$ cat config.mk
export PLATFORM = sky130hd
export DESIGN_NAME = clock_display_scan_and_time_set
export DESIGN_NICKNAME = d
export VERILOG_FILES = /design/src/sv/cdst_pkg.sv /design/src/sv/cdst_ctrl.sv /design/src/sv/cdst_scan.sv /design/src/sv/clock_display_scan_and_time_set.sv
export SDC_FILE = /design/constraint.sdc
export NUM_CORES = 1
export LEC_CHECK = 0
export ABC_AREA = 1
export BUFFER_PORTS_ARGS = -buffer_cell sky130_fd_sc_hd__buf_2
export CELL_PAD_IN_SITES_DETAIL_PLACEMENT = 1
export CELL_PAD_IN_SITES_GLOBAL_PLACEMENT = 1
export CORE_UTILIZATION = 40
export DETAILED_ROUTE_END_ITERATION = 12
export MAX_ROUTING_LAYER = met4
export PLACE_DENSITY = 0.71
export SLEW_MARGIN = 10
export SYNTH_ARGS = -nofsm -noshare
export SYNTH_HDL_FRONTEND = slang
export SYNTH_HIERARCHICAL = 1
export SYNTH_SLANG_ARGS = --single-unit
$ cat constraint.sdc
create_clock -name clk -period 2.8 [get_ports clk]
set_clock_uncertainty 0.05 [all_clocks]
set_input_delay 0.14 -clock clk [delete_from_list [all_inputs] [get_ports clk]]
set_output_delay 0.14 -clock clk [all_outputs]
set_load 0.05 [all_outputs]
$ cat src/sv/cdst_pkg.sv
// shared types, constants and time-increment functions for the clock display controller
package cdst_pkg;

	localparam int TICKS_PER_UPDATE = 100;
	localparam int SCAN_SLOTS = 8;
	localparam int MAX_BRIGHTNESS = 4;

	typedef enum logic [1:0] {
		ACT_SCAN = 2'd0,
		ACT_TIME = 2'd1,
		ACT_KEY  = 2'd2,
		ACT_NONE = 2'd3
	} action_t;

	typedef enum logic [1:0] {
		FLD_SEC  = 2'd0,
		FLD_MIN  = 2'd1,
		FLD_HOUR = 2'd2
	} rtc_field_t;

	localparam int KEY_HOUR = 0;
	localparam int KEY_MIN = 1;
	localparam int KEY_SEC = 2;
	localparam int KEY_BRIGHT = 3;

	localparam logic [7:0] TUBE_CODE [8] = '{
		8'h20, 8'h40, 8'h80, 8'h10, 8'h00, 8'h00, 8'h00, 8'h00
	};

	typedef struct packed {
		logic [1:0] action;
		logic [3:0] keys_pressed;
		logic [6:0] sec_bcd;
		logic [6:0] min_bcd;
		logic [5:0] hour_bcd;
	} item_t;

	typedef struct packed {
		logic       display_valid;
		logic [7:0] display_byte;
		logic       colon_lit;
		logic       time_request;
		logic       rtc_write;
		logic [1:0] rtc_field;
		logic [6:0] rtc_data;
	} result_t;

	typedef struct packed {
		logic [2:0]      brightness;
		logic            colon;
		logic [3:0][3:0] digits;
	} disp_t;

	function automatic logic [6:0] next_minute(input logic [6:0] m);
		logic [7:0] v;
		v = {1'b0, m} + 8'd1;
		if (v[3:0] >= 4'd10) begin
			v = (v & 8'h70) + 8'h10;
		end
		if ((v & 8'h70) >= 8'h60) begin
			v = 8'h00;
		end
		return v[6:0];
	endfunction

	function automatic logic [5:0] next_hour(input logic [5:0] h);
		logic [7:0] v;
		v = {2'b0, h} + 8'd1;
		if (v[3:0] >= 4'd10) begin
			v = (v & 8'h30) + 8'h10;
		end
		if ((v & 8'h30) == 8'h20 && v[3:0] == 4'd4) begin
			v = 8'h00;
		end
		return v[5:0];
	endfunction

endpackage

$ cat src/sv/cdst_ctrl.sv
// time sample and key handling: digits, colon, brightness and rtc write requests
module cdst_ctrl (
	input  logic               clk,
	input  logic               arst_n,
	input  logic               en,
	input  cdst_pkg::item_t    item,
	output cdst_pkg::disp_t    disp,
	output logic               rtc_write,
	output logic [1:0]         rtc_field,
	output logic [6:0]         rtc_data
);

	logic [2:0]      brightness_q;
	logic            colon_q;
	logic [6:0]      prev_sec_q;
	logic [3:0][3:0] digits_q;
	logic            key_held_q;

	logic [2:0]      bright_inc;
	logic            new_press;
	logic            is_key;

	assign is_key = item.action == cdst_pkg::ACT_KEY;
	assign new_press = is_key && item.keys_pressed != 4'd0 && !key_held_q;
	assign bright_inc = (brightness_q >= 3'(cdst_pkg::MAX_BRIGHTNESS)) ? 3'd0
		: brightness_q + 3'd1;

	always_comb begin
		rtc_write = 1'b0;
		rtc_field = cdst_pkg::FLD_SEC;
		rtc_data = 7'd0;
		if (new_press && !item.keys_pressed[cdst_pkg::KEY_BRIGHT]) begin
			rtc_write = 1'b1;
			if (item.keys_pressed[cdst_pkg::KEY_SEC]) begin
				rtc_field = cdst_pkg::FLD_SEC;
			end else if (item.keys_pressed[cdst_pkg::KEY_MIN]) begin
				rtc_field = cdst_pkg::FLD_MIN;
				rtc_data = cdst_pkg::next_minute(item.min_bcd);
			end else begin
				rtc_field = cdst_pkg::FLD_HOUR;
				rtc_data = {1'b0, cdst_pkg::next_hour(item.hour_bcd)};
			end
		end
	end

	always_ff @(posedge clk or negedge arst_n) begin
		if (!arst_n) begin
			brightness_q <= 3'(cdst_pkg::MAX_BRIGHTNESS);
			colon_q <= 1'b0;
			prev_sec_q <= 7'd0;
			digits_q <= '0;
			key_held_q <= 1'b0;
		end else if (en) begin
			case (item.action)
				cdst_pkg::ACT_TIME: begin
					if (prev_sec_q != item.sec_bcd) begin
						colon_q <= ~colon_q;
					end
					prev_sec_q <= item.sec_bcd;
					digits_q[0] <= {2'b0, item.hour_bcd[5:4]};
					digits_q[1] <= item.hour_bcd[3:0];
					digits_q[2] <= {1'b0, item.min_bcd[6:4]};
					digits_q[3] <= item.min_bcd[3:0];
				end
				cdst_pkg::ACT_KEY: begin
					key_held_q <= item.keys_pressed != 4'd0;
					if (new_press) begin
						if (item.keys_pressed[cdst_pkg::KEY_BRIGHT]) begin
							brightness_q <= bright_inc;
						end else if (item.keys_pressed[cdst_pkg::KEY_SEC]) begin
							colon_q <= 1'b1;
						end
					end
				end
				default: begin
				end
			endcase
		end
	end

	assign disp.brightness = brightness_q;
	assign disp.colon = colon_q;
	assign disp.digits = digits_q;

endmodule

$ cat src/sv/cdst_scan.sv
// scan slot sequencer and time request tick counter
module cdst_scan (
	input  logic            clk,
	input  logic            arst_n,
	input  logic            en,
	input  logic            is_scan,
	input  cdst_pkg::disp_t disp,
	output logic [7:0]      display_byte,
	output logic            colon_lit,
	output logic            time_request
);

	logic [2:0] slot_q;
	logic [6:0] tick_q;
	logic [6:0] tick_inc;
	logic [3:0] digit;
	logic       slot_wrap;

	assign digit = slot_q[2] ? disp.digits[0] : disp.digits[slot_q[1:0]];
	assign display_byte = is_scan ? (cdst_pkg::TUBE_CODE[slot_q] | {4'b0, digit}) : 8'd0;
	assign colon_lit = is_scan && disp.colon && slot_q < 3'd2;
	assign slot_wrap = ({2'b0, slot_q} + 5'd1 + {2'b0, disp.brightness})
		>= 5'(cdst_pkg::SCAN_SLOTS);
	assign tick_inc = tick_q + 7'd1;
	assign time_request = is_scan && tick_inc >= 7'(cdst_pkg::TICKS_PER_UPDATE);

	always_ff @(posedge clk or negedge arst_n) begin
		if (!arst_n) begin
			slot_q <= 3'd0;
			tick_q <= 7'd0;
		end else if (en && is_scan) begin
			slot_q <= slot_wrap ? 3'd0 : slot_q + 3'd1;
			tick_q <= time_request ? 7'd0 : tick_inc;
		end
	end

endmodule

$ cat src/sv/clock_display_scan_and_time_set.sv
// Four-tube multiplexed clock controller: each transfer in gives exactly one result transfer.
// An item is registered on input, processed once the result register is free or being
// read, and held in the result register; one item per cycle is sustained while out_ready
// stays high. The input register and the result register decouple the two channels, so
// one new item can still be taken while a finished result waits for out_ready.
module clock_display_scan_and_time_set (
	input  logic       clk,
	input  logic       arst_n,
	input  logic       in_valid,
	output logic       in_ready,
	input  logic [1:0] action,
	input  logic [3:0] keys_pressed,
	input  logic [6:0] sec_bcd,
	input  logic [6:0] min_bcd,
	input  logic [5:0] hour_bcd,
	output logic       out_valid,
	input  logic       out_ready,
	output logic       display_valid,
	output logic [7:0] display_byte,
	output logic       colon_lit,
	output logic       time_request,
	output logic       rtc_write,
	output logic [1:0] rtc_field,
	output logic [6:0] rtc_data
);

	cdst_pkg::item_t   item_s1;
	logic              valid_s1;
	cdst_pkg::result_t result_s2;
	logic              valid_s2;
	cdst_pkg::result_t result_d;
	cdst_pkg::disp_t   disp;
	logic              advance;
	logic              is_scan;

	assign advance = valid_s1 && (!valid_s2 || out_ready);
	assign in_ready = !valid_s1 || advance;
	assign is_scan = item_s1.action == cdst_pkg::ACT_SCAN;

	cdst_ctrl u_ctrl (
		.clk       (clk),
		.arst_n    (arst_n),
		.en        (advance),
		.item      (item_s1),
		.disp      (disp),
		.rtc_write (result_d.rtc_write),
		.rtc_field (result_d.rtc_field),
		.rtc_data  (result_d.rtc_data)
	);

	cdst_scan u_scan (
		.clk          (clk),
		.arst_n       (arst_n),
		.en           (advance),
		.is_scan      (is_scan),
		.disp         (disp),
		.display_byte (result_d.display_byte),
		.colon_lit    (result_d.colon_lit),
		.time_request (result_d.time_request)
	);

	assign result_d.display_valid = is_scan;

	always_ff @(posedge clk or negedge arst_n) begin
		if (!arst_n) begin
			valid_s1 <= 1'b0;
			valid_s2 <= 1'b0;
		end else begin
			if (in_ready) begin
				valid_s1 <= in_valid;
			end
			if (advance) begin
				valid_s2 <= 1'b1;
			end else if (out_ready) begin
				valid_s2 <= 1'b0;
			end
		end
	end

	always_ff @(posedge clk) begin
		if (in_valid && in_ready) begin
			item_s1.action <= action;
			item_s1.keys_pressed <= keys_pressed;
			item_s1.sec_bcd <= sec_bcd;
			item_s1.min_bcd <= min_bcd;
			item_s1.hour_bcd <= hour_bcd;
		end
		if (advance) begin
			result_s2 <= result_d;
		end
	end

	assign out_valid = valid_s2;
	assign display_valid = result_s2.display_valid;
	assign display_byte = result_s2.display_byte;
	assign colon_lit = result_s2.colon_lit;
	assign time_request = result_s2.time_request;
	assign rtc_write = result_s2.rtc_write;
	assign rtc_field = result_s2.rtc_field;
	assign rtc_data = result_s2.rtc_data;

`ifndef NO_ASSERTIONS
	a_stall_blocks: assert property (@(posedge clk) disable iff (!arst_n)
		(valid_s1 && valid_s2 && !out_ready) |-> !in_ready)
		else $error("input taken while both stages are stalled");
	a_advance_fills: assert property (@(posedge clk) disable iff (!arst_n)
		advance |=> out_valid)
		else $error("processed item did not reach the result register");
	a_scan_excl: assert property (@(posedge clk) disable iff (!arst_n)
		(out_valid && display_valid) |-> !rtc_write)
		else $error("scan result also requests an rtc write");
	a_req_scan: assert property (@(posedge clk) disable iff (!arst_n)
		(out_valid && !display_valid) |-> (!time_request && !colon_lit && display_byte == 8'd0))
		else $error("display fields driven outside a scan tick");
	a_tube_sel: assert property (@(posedge clk) disable iff (!arst_n)
		out_valid |-> $onehot0(display_byte[7:4]))
		else $error("more than one tube selected");
`endif

endmodule
# Word level (Yosys, flattened, before mapping)
# Memories as Yosys holds them, arrays and structs flattened.
# Index checks and enable logic that the tools add are counted.
op_classes:
  muxes: 28
  bitwise_logic: 5
  eq_ne: 9
  order_cmp: 9
  n_reduce_logical: 26
  add_sub_neg: 9
ops:
  columns: ["op", "n"]
  rows:
  - ["two-way mux 6 bit", 7]
  - ["two-way mux 7 bit", 5]
  - ["two-way mux 8 bit", 2]
  - ["adder 7 x 1 -> 7 bit (second input constant)", 2]
  - ["greater-or-equal comparator 7 bit (second input constant)", 2]
  - ["greater-or-equal comparator 4 bit (second input constant)", 3]
  - ["logical AND 1 bit", 10]
  - ["binary-select mux 4 bit (select 2 bit)", 1]
  - ["two-way mux 4 bit", 2]
  - ["OR 8 x 4 -> 8 bit", 1]
  - ["adder 7 x 5 -> 7 bit (second input constant)", 1]
  - ["two-way mux 1 bit", 7]
  - ["!= test 7 bit", 1]
  - ["adder 3 x 1 -> 3 bit (second input constant)", 2]
  - ["adder 6 x 1 -> 6 bit (second input constant)", 1]
  - ["adder 6 x 5 -> 6 bit (second input constant)", 1]
  - ["two-way mux 3 bit", 2]
  - ["AND reduction 6 bit", 1]
  - ["adder 5 x 3 -> 5 bit", 1]
  - ["greater-or-equal comparator 5 x 4 -> 1 bit (second input constant)", 1]
  - ["adder 3 x 1 -> 4 bit (second input constant)", 1]
  - ["equality test 2 bit (second input constant)", 2]
  - ["equality test 4 x 3 -> 1 bit (second input constant)", 1]
  - ["logical NOT 1 bit", 4]
  - ["other kinds (18)", 25]
word_totals:
  input_bits: 30
  mem_count: 1
  out_inout_bits: 23
  reg_bits: 84
  mem_bits_ro: 64
mem_list:
  columns: ["memory", "depth", "word_bits", "read_ports", "rd_clocked_by_memory_dff", "wr", "line", "text"]
  rows:
  - ["(no name shown)", 8, 8, 1, 0, 0, "cdst_scan.sv:20", "assign display_byte = is_scan ? (cdst_pkg::TUBE_CODE[slot_q] | {4'b0, digit}) : 8'd0;"]

# Longest topological paths before layout
depth:
  depth_word: 10
  depth_mapped: 13
  ltp_nobuf: 13

# Cells and area by module
# The synthesis kept the hierarchy.
modules_own_cells:
  columns: ["mod", "seq_area_each_um2", "area_per_inst_um2", "instances", "cells_each"]
  rows:
  - ["cdst_ctrl", 626.9, 1725.4, 1, 246]
  - ["clock_display_scan_and_time_set", 1461.4, 1510.2, 1, 60]
  - ["cdst_scan", 250.2, 927.1, 1, 134]

# Worst setup path before layout
# Ideal clock, no wire load.
synth_timing:
  path_kind: "register to register"
  start: "reg valid_s2, in the netlist out_valid"
  end: "reg u_ctrl.digits_q (netlist bit u_ctrl/disp[10])"
  setup_ns: 0.132
  path_slack_ns: -0.308
  stages_incl_launch_ff: 8
  arrival_time_ns: 2.927
  synth_period_minus_slack_ns: 3.108
  n_path_buf: 1
  cell_sequence: "dfrtp_1 a21oi_1 inv_1 nor3_4 inv_2 clkbuf_1 nand2_1 o21ai_0"
synth_via:
  elab_chain_cells: 4
synth_lines:
  columns: ["element", "line", "text"]
  rows:
  - ["start, declared", "clock_display_scan_and_time_set.sv:30", "logic valid_s2;"]
  - ["start signal, assigned", "clock_display_scan_and_time_set.sv:67", "valid_s2 <= 1'b0;"]
  - ["start signal, assigned", "clock_display_scan_and_time_set.sv:73", "valid_s2 <= 1'b1;"]
  - ["start signal, assigned", "clock_display_scan_and_time_set.sv:75", "valid_s2 <= 1'b0;"]
  - ["logical NOT 1 bit", "clock_display_scan_and_time_set.sv:36", "assign advance = valid_s1 && (!valid_s2 || out_ready);"]
  - ["logical OR 1 bit", "clock_display_scan_and_time_set.sv:36", null]
  - ["logical AND 1 bit", "clock_display_scan_and_time_set.sv:36", null]
  - ["via advance", "clock_display_scan_and_time_set.sv:33", "logic advance;"]
  - ["AND reduction 2 bit (no line)", null, null]
  - ["end, declared", "cdst_ctrl.sv:16", "logic [3:0][3:0] digits_q;"]
# The timed path passes the listed nets, and every way through them passes these cells.
# A chain may end at the register's enable or synchronous reset.

# Final worst setup path
layout_timing:
  start: "reg item_s1[6] (netlist bit)"
  end: "reg result_s2 (netlist bit rtc_data[2]) (data pin)"
layout_via:
  elab_chain_cells: 9
  word_cells_on_any_way: 10
  classes_between: "2 x add/sub; 2 x order compare; 6 x mux"
layout_lines:
  columns: ["element", "line", "text"]
  rows:
  - ["start, declared", "clock_display_scan_and_time_set.sv:27", "cdst_pkg::item_t item_s1;"]
  - ["adder 7 x 1 -> 7 bit (*)", "cdst_pkg.sv:56", "v = {1'b0, m} + 8'd1;"]
  - ["adder 7 x 5 -> 7 bit or greater-or-equal comparator 4 bit (tied branches)", "cdst_pkg.sv:58, cdst_pkg.sv:57", null]
  - ["two-way mux 7 bit (*)", "cdst_pkg.sv:57", "if (v[3:0] >= 4'd10) begin"]
  - ["two-way mux 7 bit (*)", "cdst_ctrl.sv:36", "end else if (item.keys_pressed[cdst_pkg::KEY_MIN]) begin"]
  - ["two-way mux 7 bit (*)", "cdst_ctrl.sv:34", "if (item.keys_pressed[cdst_pkg::KEY_SEC]) begin"]
  - ["two-way mux 7 bit (*)", "cdst_ctrl.sv:32", "if (new_press && !item.keys_pressed[cdst_pkg::KEY_BRIGHT]) begin"]
  - ["greater-or-equal comparator 7 bit", "cdst_pkg.sv:60", "if ((v & 8'h70) >= 8'h60) begin"]
  - ["two-way mux 6 bit (*)", "cdst_pkg.sv:60", null]
  - ["two-way mux 6 bit (*)", "cdst_ctrl.sv:36", null]
  - ["end signal, assigned", "clock_display_scan_and_time_set.sv:89", "result_s2 <= result_d;"]
  - ["end, declared", "clock_display_scan_and_time_set.sv:29", "cdst_pkg::result_t result_s2;"]
# Mark *: on every way between the ends. The rest lies on a longest branch, timed or not. The select of a mux whose other input is x is not followed.

==> summary.md <==
| Metric | Value |
|---|---|
| Layout cells sized above 1 | `18.8%` |
| Cells on worst reg2reg path | `11` |
| CTS tree | `built` |
| TritonCTS buffer count | `9` |
| Max_cap viols | `0` |
| Compound-gate portion of the synthesized area | `6.34%` |
| Hold Crit Class | `input port to asynchronous set/reset pin` |
| Fin crit period | `2070 ps` |
| Worst EP required | `2830 ps` |
| Hold slack final | `401 ps` |
| XOR/XNOR Fraction of Synth Area | `2.31%` |
| Final WL | `9250 µm` |
| WL/cell | `13.9 µm` |
| Die ar. | `10800 µm²` |
| Cell Area, Synth | `4160 µm²` |
| Crit path to | `rtc_data[2]$_DFFE_PP_` |
| Post-Synth Adder-Cell Area | `5.11%` |
| Hold Buf Count CTS | `29` |
| Unrepaired setup endpoints after global routing | `false` |
| Most common cell after layout, fill and taps aside | `nand2_1` |
| Setup tns final | `0 ps` |
| Run status | `finished, final reports clean` |
| Antenna violations before repair | `0` |
| Worst EP arrival | `2100 ps` |
| Leakage power | `2.35 nW` |
| All-layer global routing usage | `18.6%` |
| Hold Vio Cnt, Final | `0` |
| Most frequent cells in the layout | `nand2_1, inv_1, buf_2` |
| DR top layer | `met4` |
| Vias in the first global route | `3268` |
| Worst Setup SP | `item_s1[6]$_DFFE_PP_` |
| Area Overhead vs Synth | `20.2%` |
| Root buf cell | `clkbuf_8` |
| Post-Synth Simple-Gate Area | `23.0%` |
| Routed Antenna Nets | `0` |
| # diodes | `0` |
| Core area | `9910 µm²` |
| Nets | `574` |
| Cells after Synth | `440` |
| Dpl hpwl | `6560 µm` |
| TritonRoute pass-1 iters | `4` |
| Post_cts resized | `0` |
| Max Freq | `0.484 GHz` |
| Post-synth top flop | `edfxtp_1` |
| Multiplexer share of the synthesized area | `0%` |
| PwrDens | `661 nW/µm²` |
| DR iter-0 viols | `106` |
| Clk slew on worst S/H paths | `90 ps` |
| Die Width | `104 µm` |
| R2r setup slk | `730 ps` |
| # IOs | `53` |
| Synth Register Bits | `84` |
| Worst-Margin Slew | `886 ps` |
| CTS H-Tree Depth | `3` |
| PortBufs | `52` |
| Warnings from Yosys | `6` |
| Initial core utilization | `42.0%` |
| Remaining Overflow, GRT | `0` |
| Deepest clock path buffer count | `2` |
| Vias/cell | `4.77` |
| Clk sink count | `84` |
| First-pass GRT wire length | `15600 µm` |
| Met2 WL | `4410 µm` |
| Largest family of logic cells by synthesized area | `simple AND/OR/NAND/NOR gates` |
| EDFF count, synth | `47` |
| Crit. End Element | `flop` |
| WL met3 | `298 µm` |
| Wl on met1 | `4410 µm` |
| Via count | `3173` |
| Part of the cycle the worst path needs | `73.8%` |
| Worst R2R Start | `item_s1[6]$_DFFE_PP_` |
| Post-CTS Setup Inserts | `0` |
| Die height | `104 µm` |
| Row count | `36` |
| Ys async rst share | `44.0%` |
| Seq/Total Area, Yosys | `56.2%` |
| RD Place Congestion | `0.802` |
| DRC viols | `0` |
| Worst VDD drop | `0.410 mV` |
| Worst R2R End | `rtc_data[2]$_DFFE_PP_` |
| Worst-skew pair later-pin latency | `340 ps` |
| Setup violations, final | `0` |
| Pin count of the biggest net entering global routing | `38` |
| Cell variety after synth | `36` |
| Avg Cell Area, Syn | `9.46 µm²` |
| CP Max Fanout | `5` |
| Max Slew Vio Count | `0` |
| Worst Setup Path Type | `flop to flop` |
| Worst relative slew slack | `40.9%` |
| Worst setup SP type | `flop` |
-- area by class of cell --
type / count / area [µm²]
Fill cell: 1159 / 4910
Tap cell: 133 / 166
Multi-Input combinational cell: 288 / 1550
Timing Repair Buffer: 84 / 573
Inverter: 60 / 225
Clock buffer: 13 / 139
Clock inverter: 3 / 13.8
Sequential cell: 84 / 2340
-- synth_stat cells (2+ instances only) --
library cell	number	area [µm²]
a21oi_1	8	40.0
nor2_1	24	90.1
nand3_2	6	60.1
nand2_2	11	68.8
buf_2	3	15.0
inv_1	54	203
nand3b_1	2	15.0
o22ai_1	2	12.5
buf_4	4	30.0
ha_1	17	213
or2_1	2	12.5
edfxtp_1	47	1410
xor2_1	3	26.3
xnor2_1	8	70.1
o21ai_1	12	60.1
clkbuf_1	2	7.51
o21ai_0	21	105
inv_2	6	22.5
nand3_1	21	105
o21bai_2	2	22.5
nor2_2	2	12.5
nand2_1	125	469
dfrtp_1	36	901
nand4_1	10	62.6
-- stage by stage --
step	utilization, %	cell area [µm²]	instances	total power [W]	setup WS (ps)
detailed placement	46.0	4560	620	0.00257	751
finish	50.5	5000	665	0.00330	733
floorplan	-	4170	442	0.00234	286
global route	50.5	5000	665	0.00353	531
CTS	50.5	5000	665	0.00333	730
global placement	46.0	4560	620	0.00253	838
-- worst min-delay path by stage --
| stage | startpoint | endpoint | cells after the start |
|---|---|---|---|
| floorplan | arst_n | out_valid$_DFFE_PN0P_ | 0 |
| global route | hour_bcd[1] | item_s1[1]$_DFFE_PP_ | 2 |
| detailed placement | arst_n | u_scan/tick_q[3]$_DFFE_PN0P_ | 1 |
| CTS | arst_n | u_scan/tick_q[3]$_DFFE_PN0P_ | 2 |
| global placement | arst_n | u_scan/tick_q[2]$_DFFE_PN0P_ | 1 |
| finish | arst_n | u_scan/tick_q[0]$_DFFE_PN0P_ | 2 |
-- sequential cells by signal, indices dropped and copies added (netlist names) --
name / flops
colon_lit: 1
display_byte: 8
display_valid: 1
item_s1: 26
out_valid: 1
rtc_data: 7
rtc_field: 2
rtc_write: 1
time_request: 1
u_ctrl/brightness_q: 3
u_ctrl/colon_q: 1
u_ctrl/disp: 13
u_ctrl/key_held_q: 1
u_ctrl/prev_sec_q: 7
u_scan/slot_q: 3
u_scan/tick_q: 7
valid_s1: 1
-- routing by layer --
metal / vias to the layer above / global-route usage (%)
li1: 1585 / -
met1: 1516 / 23.8
met2: 62 / 31.2
met3: 10 / 2.69
met4: 0 / 4.90
met5: - / -
-- power by group --
group	total, W	leakage [nW]	switching, W	internal (W)
Sequential	0.00172	0.919	0.000205	0.00152
Combinational	0.000853	1.35	0.000547	0.000305
Clock	0.000727	0.0788	0.000408	0.000319
Total	0.00330	2.35	0.00116	0.00214
-- worst max-delay path: stages (launching register included) --
cell and delay [ps]:
edfxtp_1 460, ha_1 240, nand2_1 90, o21ai_0 80
nand2_1 100, inv_1 50, ha_1 270, nand3_1 90
nand2_2 110, nand3_2 110, nand3_1 90, a21oi_1 80
-- cell families (layout without fill, tap and decap cells) --
logic type,count (synthesis),in the layout
AOI/OAI and AO/OA,48,48
xor gates and xnor gates,11,11
adders and majority gates,17,17
buffers and inverters,70,160
DFF,84,84
other,1,3
and+or+nand+nor,209,209
Power figures use the tool's default switching activity.
